$ cat config.mk
export PLATFORM = sky130hd
export DESIGN_NAME = cau_front
export DESIGN_NICKNAME = d
export VERILOG_FILES = /design/src/design/cau_pkg.sv /design/src/design/cau_front.sv
export SDC_FILE = /design/constraint.sdc
export NUM_CORES = 1
export LEC_CHECK = 0
export BUFFER_PORTS_ARGS = -buffer_cell sky130_fd_sc_hd__buf_2
export CAP_MARGIN = 20
export CORE_ASPECT_RATIO = 0.75
export CORE_MARGIN = 3
export CORE_UTILIZATION = 55
export CTS_BUF_LIST = sky130_fd_sc_hd__clkbuf_4 sky130_fd_sc_hd__clkbuf_8
export CTS_CLUSTER_DIAMETER = 200
export CTS_CLUSTER_SIZE = 8
export DETAILED_ROUTE_END_ITERATION = 16
export PLACE_DENSITY = 0.77
export SETUP_SLACK_MARGIN = 0.05
export SLEW_MARGIN = 20
export SYNTH_ARGS = -nofsm -noshare
export SYNTH_HDL_FRONTEND = slang
export SYNTH_SLANG_ARGS = --single-unit
export TNS_END_PERCENT = 5
$ cat constraint.sdc
create_clock -name clk -period 11.85 [get_ports clk]
set_clock_uncertainty 0.2 [all_clocks]
set_input_delay 0 -clock clk [delete_from_list [all_inputs] [get_ports clk]]
set_output_delay 0 -clock clk [all_outputs]
set_load 0.005 [all_outputs]
$ cat src/design/cau_pkg.sv
// ----------------------------------------------------------------------------
// Complex arithmetic unit package
// Request codes, queue and pipeline types, divider and saturation helpers.
// ----------------------------------------------------------------------------
`default_nettype none

package cau_pkg;

  localparam int unsigned QDEPTH    = 4;
  localparam int unsigned QPTR_W    = $clog2(QDEPTH);
  localparam int unsigned DIV_STEPS = 33;
  localparam int unsigned DV_LAST   = DIV_STEPS + 1;
  localparam int unsigned FRAC_BITS = 16;

  localparam logic [2:0] REQ_ADD = 3'd0;
  localparam logic [2:0] REQ_SUB = 3'd1;
  localparam logic [2:0] REQ_MUL = 3'd2;
  localparam logic [2:0] REQ_DIV = 3'd3;
  localparam logic [2:0] REQ_EQ  = 3'd4;
  localparam logic [2:0] REQ_MAG = 3'd5;

  typedef enum logic [2:0] {OP_ADD, OP_SUB, OP_MUL, OP_DIV, OP_EQ, OP_MAG} op_t;

  typedef struct packed {
    op_t                op;
    logic               nop;
    logic signed [31:0] a_re;
    logic signed [31:0] a_im;
    logic signed [31:0] b_re;
    logic signed [31:0] b_im;
  } q_entry_t;

  typedef struct packed {
    op_t                op;
    logic               nop;
    logic signed [31:0] a_re;
    logic signed [31:0] a_im;
    logic signed [31:0] b_re;
    logic signed [31:0] b_im;
    logic signed [63:0] p0;
    logic signed [63:0] p1;
    logic signed [63:0] p2;
    logic signed [63:0] p3;
    logic signed [63:0] p4;
    logic signed [63:0] p5;
  } s1_t;

  typedef struct packed {
    op_t                op;
    logic               nop;
    logic               cmp;
    logic signed [64:0] num_re;
    logic signed [64:0] num_im;
    logic [63:0]        den;
  } s2_t;

  typedef struct packed {
    op_t         op;
    logic        nop;
    logic        cmp;
    logic        dz;
    logic        neg_re;
    logic        neg_im;
    logic        pre_re;
    logic        pre_im;
    logic [63:0] mag_re;
    logic [63:0] mag_im;
    logic [63:0] den;
    logic [63:0] rem_re;
    logic [63:0] rem_im;
    logic [32:0] q_re;
    logic [32:0] q_im;
  } dv_t;

  typedef struct packed {
    logic        q;
    logic [63:0] rem;
  } dstep_t;

  typedef struct packed {
    logic [31:0] val;
    logic        ovf;
  } sat_t;

  function automatic logic signed [64:0] sext65(input logic signed [31:0] x);
    return {{33{x[31]}}, x};
  endfunction

  function automatic logic signed [64:0] sext65w(input logic signed [63:0] x);
    return {x[63], x};
  endfunction

  function automatic dstep_t div_bit(input logic [63:0] rem, input logic [63:0] den,
                                     input logic b);
    logic [64:0] t;
    dstep_t      r;
    t = {rem, b};
    if (t >= {1'b0, den}) begin
      r.q   = 1'b1;
      r.rem = 64'(t - {1'b0, den});
    end else begin
      r.q   = 1'b0;
      r.rem = t[63:0];
    end
    return r;
  endfunction

  function automatic sat_t sat32(input logic neg, input logic [63:0] mag);
    sat_t r;
    if (neg) begin
      if (mag > 64'h0000_0000_8000_0000) begin
        r.val = 32'h8000_0000;
        r.ovf = 1'b1;
      end else begin
        r.val = 32'h0000_0000 - mag[31:0];
        r.ovf = 1'b0;
      end
    end else begin
      if (mag > 64'h0000_0000_7FFF_FFFF) begin
        r.val = 32'h7FFF_FFFF;
        r.ovf = 1'b1;
      end else begin
        r.val = mag[31:0];
        r.ovf = 1'b0;
      end
    end
    return r;
  endfunction

endpackage

`default_nettype wire

$ cat src/design/cau_front.sv
// ----------------------------------------------------------------------------
// Complex arithmetic unit front end
// Accepts requests, decodes the operation code and queues them for the back end.
// ----------------------------------------------------------------------------
`default_nettype none

module cau_front (
  input  wire logic             clk,
  input  wire logic             rst,
  input  wire logic             s_tvalid,
  output logic                  s_tready,
  input  wire logic [127:0]     s_tdata,
  input  wire logic [2:0]       s_tuser,
  output logic                  q_valid,
  output cau_pkg::q_entry_t     q_head,
  input  wire logic             pop
);

  cau_pkg::q_entry_t mem [cau_pkg::QDEPTH];
  cau_pkg::q_entry_t in_entry;
  logic [cau_pkg::QPTR_W-1:0] wr_ptr;
  logic [cau_pkg::QPTR_W-1:0] rd_ptr;
  logic [cau_pkg::QPTR_W:0]   count;
  logic                       push;
  logic                       take;

  assign s_tready = (count != (cau_pkg::QPTR_W + 1)'(cau_pkg::QDEPTH));
  assign q_valid  = (count != '0);
  assign push     = s_tvalid && s_tready;
  assign take     = q_valid && pop;
  assign q_head   = mem[rd_ptr];

  always_comb begin
    in_entry.a_re = s_tdata[31:0];
    in_entry.a_im = s_tdata[63:32];
    in_entry.b_re = s_tdata[95:64];
    in_entry.b_im = s_tdata[127:96];
    in_entry.nop  = 1'b0;
    case (s_tuser)
      cau_pkg::REQ_ADD: in_entry.op = cau_pkg::OP_ADD;
      cau_pkg::REQ_SUB: in_entry.op = cau_pkg::OP_SUB;
      cau_pkg::REQ_MUL: in_entry.op = cau_pkg::OP_MUL;
      cau_pkg::REQ_DIV: in_entry.op = cau_pkg::OP_DIV;
      cau_pkg::REQ_EQ:  in_entry.op = cau_pkg::OP_EQ;
      cau_pkg::REQ_MAG: in_entry.op = cau_pkg::OP_MAG;
      default: begin
        in_entry.op  = cau_pkg::OP_ADD;
        in_entry.nop = 1'b1;
      end
    endcase
  end

  always_ff @(posedge clk) begin
    if (push) begin
      mem[wr_ptr] <= in_entry;
    end
  end

  always_ff @(posedge clk) begin
    if (rst) begin
      wr_ptr <= '0;
      rd_ptr <= '0;
      count  <= '0;
    end else begin
      if (push) begin
        wr_ptr <= wr_ptr + 1'b1;
      end
      if (take) begin
        rd_ptr <= rd_ptr + 1'b1;
      end
      case ({push, take})
        2'b10:   count <= count + 1'b1;
        2'b01:   count <= count - 1'b1;
        default: count <= count;
      endcase
    end
  end

endmodule

`default_nettype wire

==> impl_metrics.tcl, run 1 <==
set metrics [dict create \
    run_status "complete, no violations" \
    critical_path.max_fanout 51 \
    reg2reg_depth 5 \
    grt_pass1_wl_um 63840 \
    worst_slew_pin_slew_ps 937.0 \
    register_area_share_after_synthesis_pct 81.94 \
    startpoint_type "register" \
    detail-route-antenna-nets 0 \
    floorplan.die.height_um 169.4 \
    placeableCoreArea_mm2 0.03492 \
    timing_worst_setup_path_type "reg2reg" \
    crit_slowest_cell "buf_4" \
    worst-endpoint-arrival_ps 3840 \
    die_width_um 223.8 \
    switching_share_pct 26.24 \
    clkTransAtPathRegs_ps 60 \
    finish.net_count 1490 \
    fmax_mhz 262.2 \
    tritoncts "yes" \
    worst_setup_path_endpoint "mem[3][78]" \
    yosys.cell_types.count 24 \
    synth_seq_cells 537 \
    grt.total_usage_pct 22.51 \
    p_comb_share_pct 23.6 \
    highest_ir_drop_seen_on_vdd_mv 0.1043 \
    design.portCount 269 \
    num_vias 10062 \
    largest_net_degree_at_the_start_of_global_routing 62 \
    p_int_uw 3496 \
    r2r-start "count[0]" \
    pwr-share-clk_pct 26.4 \
    final_layout_size_suffix_gt1_share_pct 37.63 \
    r2r-end "mem[3][78]" \
    detail_route.vias_per_cell 5.532 \
    place.gp.congestion 0.7562 \
    power.net_switching_uw 1244 \
    hold_slack_ps 128.4 \
    timing.hold.worst.class "in2reg" \
    cts.htree.levels 3 \
    yosys_warnings 0 \
    dpl_worst_slack_ps 8134 \
    initial_core_util_pct 56.04 \
    placed_area_mm2 0.02138 \
    antenna_violations_before_repair 6 \
    layout_stage_area_growth_over_the_synthesis_result_pct 29.15 \
    timing.final.crit_share_pct 32.19 \
    timing.slew.headroom_pct 37.53 \
    setup_repair_after_global_routing_missed_its_margin "no" \
    power.static_leakage_uw 0.008649 \
    cp_common_cell "buf_4" \
    cp_slowest_stage_delay_ps 730 \
    synthesis.area_per_instance_um2 26.09 \
    finalInstanceArea_mm2 0.02527 \
    worst_path_dominant_cell_family "buffers and inverters" \
    endpoint_kind "register" \
    cts_buffer_depth 3 \
    detail_route.wl_per_cell_um 22.92 \
    wl_um 41690 \
    grt_busiest_layer "met2" \
    synth_area_mm2 0.01957 \
    gr-usage-met1_pct 31.21 \
    p_per_area_mw_per_mm2 187.6 \
    remaining_drc_errors 0 \
    synthCells 750 \
    finalSetupTns_ps 0 \
    seqPwrFrac_pct 50.0 \
    final.min_clock_period_ps 3814 \
    total_grt_overflow 0 \
    critical_path_depth 5 \
    final_critical_path_setup_slack_ps 8036 \
    cp-startpoint "count[0]" \
    die_area_mm2 0.03790 \
    critical_path_required_ps 11870 \
    clkLatencyLatePin_ps 610 \
    finalMaxSlewViolations 0 \
    cts-resized-gates 0 \
    final_hold_viol_count 0 \
    drt_iter0_markers 841 \
    met3_usage_pct 7.868 \
    ctsRootBufferMaster "clkbuf_8" \
    placement_rows 59 \
    cts_inserted_buffers 77 \
    timing.critical_path.cells "nor2_1 -> a21boi_1 -> and2_4 -> buf_4 -> buf_4" \
    reg2reg_slack_ps 8040 \
    worstPathBufferInverterCount 2 \
    detail_route.first_pass.iterations 4 \
    cts_num_sinks 537 \
    mappedNetlistNets 894 \
    cap_viol_max_count 0 \
    portBuffers 268 \
    groute.layer.met2.usage_pct 34.99 \
    detailedPlacementHpwl_um 23160 \
    setup_violations 0 \
    vias_in_the_first_global_route 10997 \
    total_power_of_the_final_layout_uw 4740 \
]
## synth_stat cells
| cell | n | share of area, % |
|---|---|---|
| edfxtp_1 | 528 | 81 |
| mux4_2 | 132 | 15 |
| buf_2 | 15 | 0.38 |
| buf_6 | 10 | 0.58 |
| nor2_1 | 10 | 0.19 |
| dfxtp_1 | 9 | 0.92 |
| ha_1 | 8 | 0.51 |
| inv_1 | 8 | 0.15 |
| clkbuf_1 | 6 | 0.12 |
| and2_1 | 4 | 0.13 |
| a21oi_1 | 3 | 0.077 |
| xor2_1 | 3 | 0.13 |
| nand2b_1 | 2 | 0.064 |
| or3_1 | 2 | 0.064 |
| a21boi_1 | 1 | 0.038 |
| fa_1 | 1 | 0.10 |
| mux2_2 | 1 | 0.058 |
| mux2i_1 | 1 | 0.051 |
| nand2_1 | 1 | 0.019 |
| o21a_1 | 1 | 0.038 |
| o21ai_0 | 1 | 0.026 |
| o311ai_0 | 1 | 0.045 |
| o31a_1 | 1 | 0.045 |
| xnor2_1 | 1 | 0.045 |
## area by class of cell
class / count / area (µm²)
flip-flops and latches: 537 / 16040
inverters: 8 / 30.03
clock buffers: 84 / 1119
repair buffers: 548 / 4131
diodes: 4 / 10.01
multi-input cells: 174 / 3303
fillers: 2003 / 9644
clock inverters: 7 / 65.06
well taps: 457 / 571.8
## worst min path at each step
stage | startpoint | to | slack (ps) | depth (start not counted)
global route | rst | wr_ptr[1] | 100 | 4
detailed placement | s_tdata[65] | mem[1][33] | 20 | 1
global placement | s_tdata[31] | mem[2][127] | 10 | 1
floorplan | s_tdata[96] | mem[0][0] | -100 | 0
finish | rst | wr_ptr[1] | 130 | 4
CTS | rst | wr_ptr[1] | 20 | 4
## power groups by stage
stage	logic, µW	clock network, µW	registers, µW
after detailed placement	1010	0	2440
after global routing	1210	1370	2390
after CTS	1090	1270	2400
after global placement	998	0	2430
after floorplan	675	0	2380
final	1120	1250	2370
## per-stage QoR
stage          instances  utilization, %
6_report            1819           72.38
5_1_grt             1818           72.37
4_1_cts             1814           72.27
3_5_place_dp        1456           61.23
3_3_place_gp        1456           61.23
2_1_floorplan        750               -
## cells in the final DEF, fill, tap and decap left out, types with 3 or more instances in the layout
master,synthesis,layout
xor2_1,3,3
inv_6,0,3
clkbuf_4,0,6
inv_1,8,8
ha_1,8,8
dlygate4sd3_1,0,267
edfxtp_1,528,528
diode_2,0,4
buf_2,15,268
and2_4,0,4
nor2_1,10,10
a21oi_1,3,3
dfxtp_1,9,7
clkbuf_8,0,78
buf_4,0,12
mux4_2,132,132
## sequential cells by signal (all words and copies together), names as in the netlist, named ones only
signal / count
wr_ptr: 2
rd_ptr: 2
mem: 528
count: 3
## what timing repair did
action | 4_1_cts | 5_1_grt
buffers inserted | 0 | 0
hold endpoints to repair | 579 | 0
endpoints found under the setup margin | 0 | 0
hold buffers | 267 | 0
## worst min-delay path: cells and delay by family
family,cells,cell delay (ps)
buffers and inverters,2,680
muxes,1,70
and+or+nand+nor,1,130
## cells by family after synthesis
group | count (synthesis) | share of synthesized area (%)
flops | 537 | 81.94
mux | 134 | 15.30
buf+inv | 39 | 1.228
simple gates | 19 | 0.4667
fa+ha+maj | 9 | 0.6138
compound gates | 8 | 0.2685
xor+xnor | 4 | 0.1791
## per-layer routing
metal | share of wire (%) | up-vias
li1 | - | 4386
met1 | 41 | 5167
met2 | 48 | 441
met3 | 9.3 | 64
met4 | 1.9 | 4
met5 | 0.050 | -
(Power assumes the default switching activity.)
==> run 2: changes to the inputs <==
--- a/config.mk
+++ b/config.mk
@@ -9,12 +9,12 @@
 export CAP_MARGIN = 20
 export CORE_ASPECT_RATIO = 0.75
 export CORE_MARGIN = 3
-export CORE_UTILIZATION = 55
+export CORE_UTILIZATION = 54
 export CTS_BUF_LIST = sky130_fd_sc_hd__clkbuf_4 sky130_fd_sc_hd__clkbuf_8
 export CTS_CLUSTER_DIAMETER = 200
 export CTS_CLUSTER_SIZE = 8
 export DETAILED_ROUTE_END_ITERATION = 16
-export PLACE_DENSITY = 0.77
+export PLACE_DENSITY = 0.79
 export SETUP_SLACK_MARGIN = 0.05
 export SLEW_MARGIN = 20
 export SYNTH_ARGS = -nofsm -noshare
==> constraint.sdc (replaced) <==
create_clock -name clk -period 3.45 [get_ports clk]
set_clock_uncertainty 0.2 [all_clocks]
set_input_delay 0 -clock clk [delete_from_list [all_inputs] [get_ports clk]]
set_output_delay 0 -clock clk [all_outputs]
set_load 0.005 [all_outputs]
==> impl_metrics.tcl, run 2 (same netlist as run 1, synthesis figures left out) <==
set metrics [dict create \
    holdBufCountCts 266 \
    fmax_mhz 371.1 \
    antenna_violations_before_repair 8 \
    seq_area_mm2 0.01604 \
    detail_route.first_pass.iterations 5 \
    worst_path_dominant_cell_family "buffers and inverters" \
    cts_num_sinks 537 \
    startpoint_type "register" \
    place.gp.congestion 0.7590 \
    largest-register "mem" \
    final.min_clock_period_ps 2695 \
    timing.critical_path.cells "nor2_1 -> a21boi_1 -> inv_1 -> ha_1 -> dlygate4sd3_1 -> xor2_1 -> nor2_1" \
    clkLatencyLatePin_ps 610 \
    highest_ir_drop_seen_on_vdd_mv 0.5065 \
    cts.htree.levels 3 \
    final_cells 1824 \
    dpl.cell_count 1464 \
    setup_repair_after_global_routing_missed_its_margin "no" \
    p_per_area_mw_per_mm2 643.0 \
    critical_path.max_fanout 7 \
    timing.final.crit_share_pct 78.11 \
    cp_slowest_stage_delay_ps 620 \
    largest_register_ff_count 528 \
    final_critical_path_setup_slack_ps 755.3 \
    finish.utilization_pct 72.34 \
    multiInputGateArea_mm2 0.003303 \
    finalMaxSlewViolations 0 \
    timing_worst_setup_path_type "reg2reg" \
    critical_path_required_ps 3740 \
    largest_net_degree_at_the_start_of_global_routing 63 \
    cts_inserted_buffers 77 \
    detailedPlacementHpwl_um 24780 \
    layout.cells.most_common "edfxtp_1" \
    final_hold_viol_count 0 \
    placeableCoreArea_mm2 0.03521 \
    placement_rows 59 \
    reg.largest.list "mem: 528 flops, count: 3 flops" \
    worst-endpoint-arrival_ps 2980 \
    remaining_drc_errors 0 \
    dpl_worst_slack_ps 795.1 \
    timing.hold.worst.class "in2reg" \
    detail-route-antenna-nets 0 \
    detail_route.wl_per_cell_um 23.55 \
    cts_buffer_depth 3 \
    floorplan.die.height_um 170.9 \
    initial_core_util_pct 55.57 \
    setup_violations 0 \
    ctsRootBufferMaster "clkbuf_8" \
    grt_pass1_wl_um 65090 \
    num_vias 10187 \
    wl_um 42960 \
    cap_viol_max_count 0 \
    worstPathBufferInverterCount 2 \
    drt_iter0_markers 994 \
    worst_slew_pin_slew_ps 690.3 \
    die_area_mm2 0.03858 \
    grt.total_usage_pct 22.75 \
    finish.net_count 1496 \
    power.static_leakage_uw 0.008723 \
    most-common-layout-cells "edfxtp_1 (528), buf_2 (268), dlygate4sd3_1 (266)" \
    tritoncts "yes" \
    clkTransAtPathRegs_ps 60 \
    total_grt_overflow 0 \
    endpoint_kind "register" \
    die_width_um 225.8 \
    cp_common_cell "nor2_1" \
    design.portCount 269 \
    crit_slowest_cell "dlygate4sd3_1" \
    final_layout_size_suffix_gt1_share_pct 37.93 \
    layout_stage_area_growth_over_the_synthesis_result_pct 30.18 \
    post-cts-setup-buffers 0 \
    vias_in_the_first_global_route 10874 \
    run_status "complete, no violations" \
    detail_route.vias_per_cell 5.585 \
    fillCellCount 1955 \
    cts-resized-gates 0 \
    timing.slew.headroom_pct 53.98 \
    portBuffers 268 \
    total_power_of_the_final_layout_uw 16380 \
]
## run 2: cell types whose count changed in the layout (fill, tap and decap cells not counted), sizes merged
cell         change
buf              +7
clkinv           +1
clkinvlp         -1
dlygate4sd3      -1
inv              -1
## run 2: stage by stage
step / setup TNS (ps) / instance area [µm²] / hold WS, ps
finish: 0 / 25470 / 117.9
global route: 0 / 25470 / 90.72
global placement: 0 / 21610 / 13.16
floorplan: -451850 / 19570 / -101.1
CTS: 0 / 25460 / 48.21
detailed placement: 0 / 21610 / 16.87
## run 2: path summary, 6_finish.rpt
path	end	depth (start not counted)	startpoint	slack [ps]
worst min-delay path	wr_ptr[1]	4	rst	120
worst min register to register	rd_ptr[1]	2	rd_ptr[1]	340
worst max-delay path	count[0]	7	count[0]	760
worst max register to register	count[0]	7	count[0]	760
## run 2: worst min-delay path, delay by kind of cell
kind | cells | cell delay (ps)
buf+inv | 2 | 680
mux | 1 | 80
simple gates | 1 | 120
## run 2: final cells by class
cell class | instances | area share (%)
clock inverter | 6 | 0.2456
multi-input combinational | 174 | 12.97
clock buffer | 84 | 4.416
tap | 457 | 2.245
inverter | 8 | 0.1179
antenna | 4 | 0.03929
sequential | 537 | 62.98
timing repair buffer | 554 | 16.99
## run 2: power breakdown
| part | switching [µW] | internal (µW) |
|---|---|---|
| logic | 1890 | 2070 |
| clock network | 2190 | 2120 |
| registers | 234 | 7870 |
## run 2: per-layer routing
| metal | part of all wire [%] | global-route usage (%) | wire, µm |
|---|---|---|---|
| met1 | 41 | 32.10 | 17490 |
| met2 | 49 | 35.29 | 20910 |
| met3 | 7.9 | 6.346 | 3393 |
| met4 | 2.5 | 7.427 | 1084 |
| met5 | 0.17 | 0 | 72 |
==> run 3: changes to the inputs <==
==> constraint.sdc (replaced) <==
create_clock -name clk -period 2.3 [get_ports clk]
set_clock_uncertainty 0.2 [all_clocks]
set_input_delay 0 -clock clk [delete_from_list [all_inputs] [get_ports clk]]
set_output_delay 0 -clock clk [all_outputs]
set_load 0.005 [all_outputs]
==> impl_metrics.tcl, run 3 (same netlist as run 1, synthesis figures left out) <==
set metrics [dict create \
    layout.cells.most_common "edfxtp_1" \
    placement_rows 59 \
    reg.largest.list "mem: 528 flops, count: 3 flops" \
    tritoncts "yes" \
    finalInstanceArea_mm2 0.02606 \
    floorplan.die.height_um 170.9 \
    cts_inserted_buffers 77 \
    startpoint_type "register" \
    setup_violations 0 \
    detail-route-antenna-nets 0 \
    detail_route.vias_per_cell 5.562 \
    critical_path.max_fanout 12 \
    wl_um 43080 \
    fillCellCount 1879 \
    cp_slowest_stage_delay_ps 510 \
    p_int_uw 19010 \
    finish.net_count 1515 \
    finish.utilization_pct 74.00 \
    largest_register_ff_count 528 \
    clkTransAtPathRegs_ps 60 \
    p_per_area_mw_per_mm2 986.4 \
    final_critical_path_setup_slack_ps 9.069 \
    largest_net_degree_at_the_start_of_global_routing 51 \
    cts_buffer_depth 3 \
    detail_route.wl_per_cell_um 23.30 \
    placeableCoreArea_mm2 0.03521 \
    min_from "s_tvalid" \
    final_hold_viol_count 0 \
    crit_slowest_cell "mux4_2" \
    timing.final.crit_share_pct 99.61 \
    drt_iter0_markers 796 \
    placed_area_mm2 0.02174 \
    critical_path_required_ps 2100 \
    timing.critical_path.cells "buf_4 -> clkbuf_16 -> mux4_2 -> buf_2" \
    cts.htree.levels 3 \
    vias_in_the_first_global_route 11098 \
    detail_route.first_pass.iterations 4 \
    place.gp.congestion 0.7312 \
    worst-endpoint-arrival_ps 2090 \
    final_layout_size_suffix_gt1_share_pct 39.68 \
    endpoint_kind "output pin" \
    grt_pass1_wl_um 63510 \
    power.static_leakage_uw 0.008980 \
    final.min_clock_period_ps 2291 \
    antenna_violations_before_repair 1 \
    dpl_worst_slack_ps 76.94 \
    finalSetupTns_ps 0 \
    initial_core_util_pct 55.57 \
    timing.hold.worst.class "in2reg" \
    highest_ir_drop_seen_on_vdd_mv 0.6313 \
    design.portCount 269 \
    power.net_switching_uw 6692 \
    layout_stage_area_growth_over_the_synthesis_result_pct 33.15 \
    p_comb_share_pct 27.1 \
    timing.slew.headroom_pct 69.35 \
    worst_slew_pin_slew_ps 453.9 \
    ctsRootBufferMaster "clkbuf_8" \
    die_width_um 225.8 \
    pwr-share-clk_pct 25.9 \
    total_grt_overflow 0 \
    fmax_mhz 436.5 \
    die_area_mm2 0.03858 \
    cts_num_sinks 537 \
    switching_share_pct 26.04 \
    largest-register "mem" \
    num_vias 10285 \
    detailedPlacementHpwl_um 23350 \
    clkLatencyLatePin_ps 620 \
    remaining_drc_errors 0 \
    r2r-start "count[0]" \
    grt.total_usage_pct 22.00 \
    seqPwrFrac_pct 47.0 \
    most-common-layout-cells "edfxtp_1 (528), dlygate4sd3_1 (265), buf_2 (247)" \
    finalMaxSlewViolations 0 \
    portBuffers 268 \
    setup_repair_after_global_routing_missed_its_margin "yes" \
    cap_viol_max_count 0 \
    timing_worst_setup_path_type "reg2out" \
    run_status "complete, no violations" \
]
-- run 3: cell count changes in the layout (fill, tap and decap cells not counted), sizes merged --
cell          previous run  this run
diode                    4         1
clkbuf                  84        99
dlygate4sd3            266       265
dlymetal6s4s             0         1
clkinv                   2         1
inv                     12        10
clkinvlp                 0         2
buf                    288       302
-- run 3: metal layers --
metal	global-route usage, %	vias to the layer above	wire length, µm
li1	-	4439	-
met1	29.97	5374	17610
met2	35.85	415	21640
met3	5.952	57	3058
met4	6.240	0	772
met5	0	-	0
-- run 3: final timing paths --
path	endpoint	slack, ps	cells after the start
min	wr_ptr[1]	180	4
min reg2reg	wr_ptr[1]	330	2
max	q_head[45]	9	4
max reg2reg	count[2]	100	9
-- run 3: area by class of cell --
type,count,area [µm²],share of cell area (%)
Tap cell,457,571.8,2.194
Sequential cell,537,16050,61.59
Antenna cell,1,2.502,0.009604
Timing Repair Buffer,573,4827,18.53
Multi-Input combinational cell,174,3334,12.80
Inverter,8,30.03,0.1152
Clock inverter,5,41.29,0.1585
Clock buffer,94,1200,4.605
-- run 3: what timing repair did --
item | CTS | global route
hold buffers | 266 | 0
setup endpoints to repair | 132 | 124
resized for setup | 6 | 27
gates cloned | 0 | 5
setup buffers | 6 | 3
pin swaps | 0 | 2
hold endpoints to repair | 564 | 0
-- run 3: power by group through the flow --
stage | registers (µW) | logic [µW] | clock network [µW]
after floorplan | 12200 | 3490 | 0
after global placement | 12300 | 5660 | 0
after detailed placement | 12400 | 5740 | 0
after CTS | 12100 | 6440 | 6730
after global routing | 12100 | 7430 | 7200
final | 12100 | 6970 | 6650
-- run 3: worst max-delay path, delay by kind of cell (launching register included) --
family	cells	cell delay [ps]
buffers and inverters	3	560
flip-flops	1	390
multiplexers	1	510
-- run 3: metrics by stage --
step           hold slack (ps)  instances  total power, µW
2_1_floorplan           -101.1        750            15650
3_3_place_gp             11.24       1469            17970
3_5_place_dp             14.99       1469            18110
4_1_cts                  133.1       1840            25240
5_1_grt                  132.6       1849            26770
6_report                 180.0       1849            25700
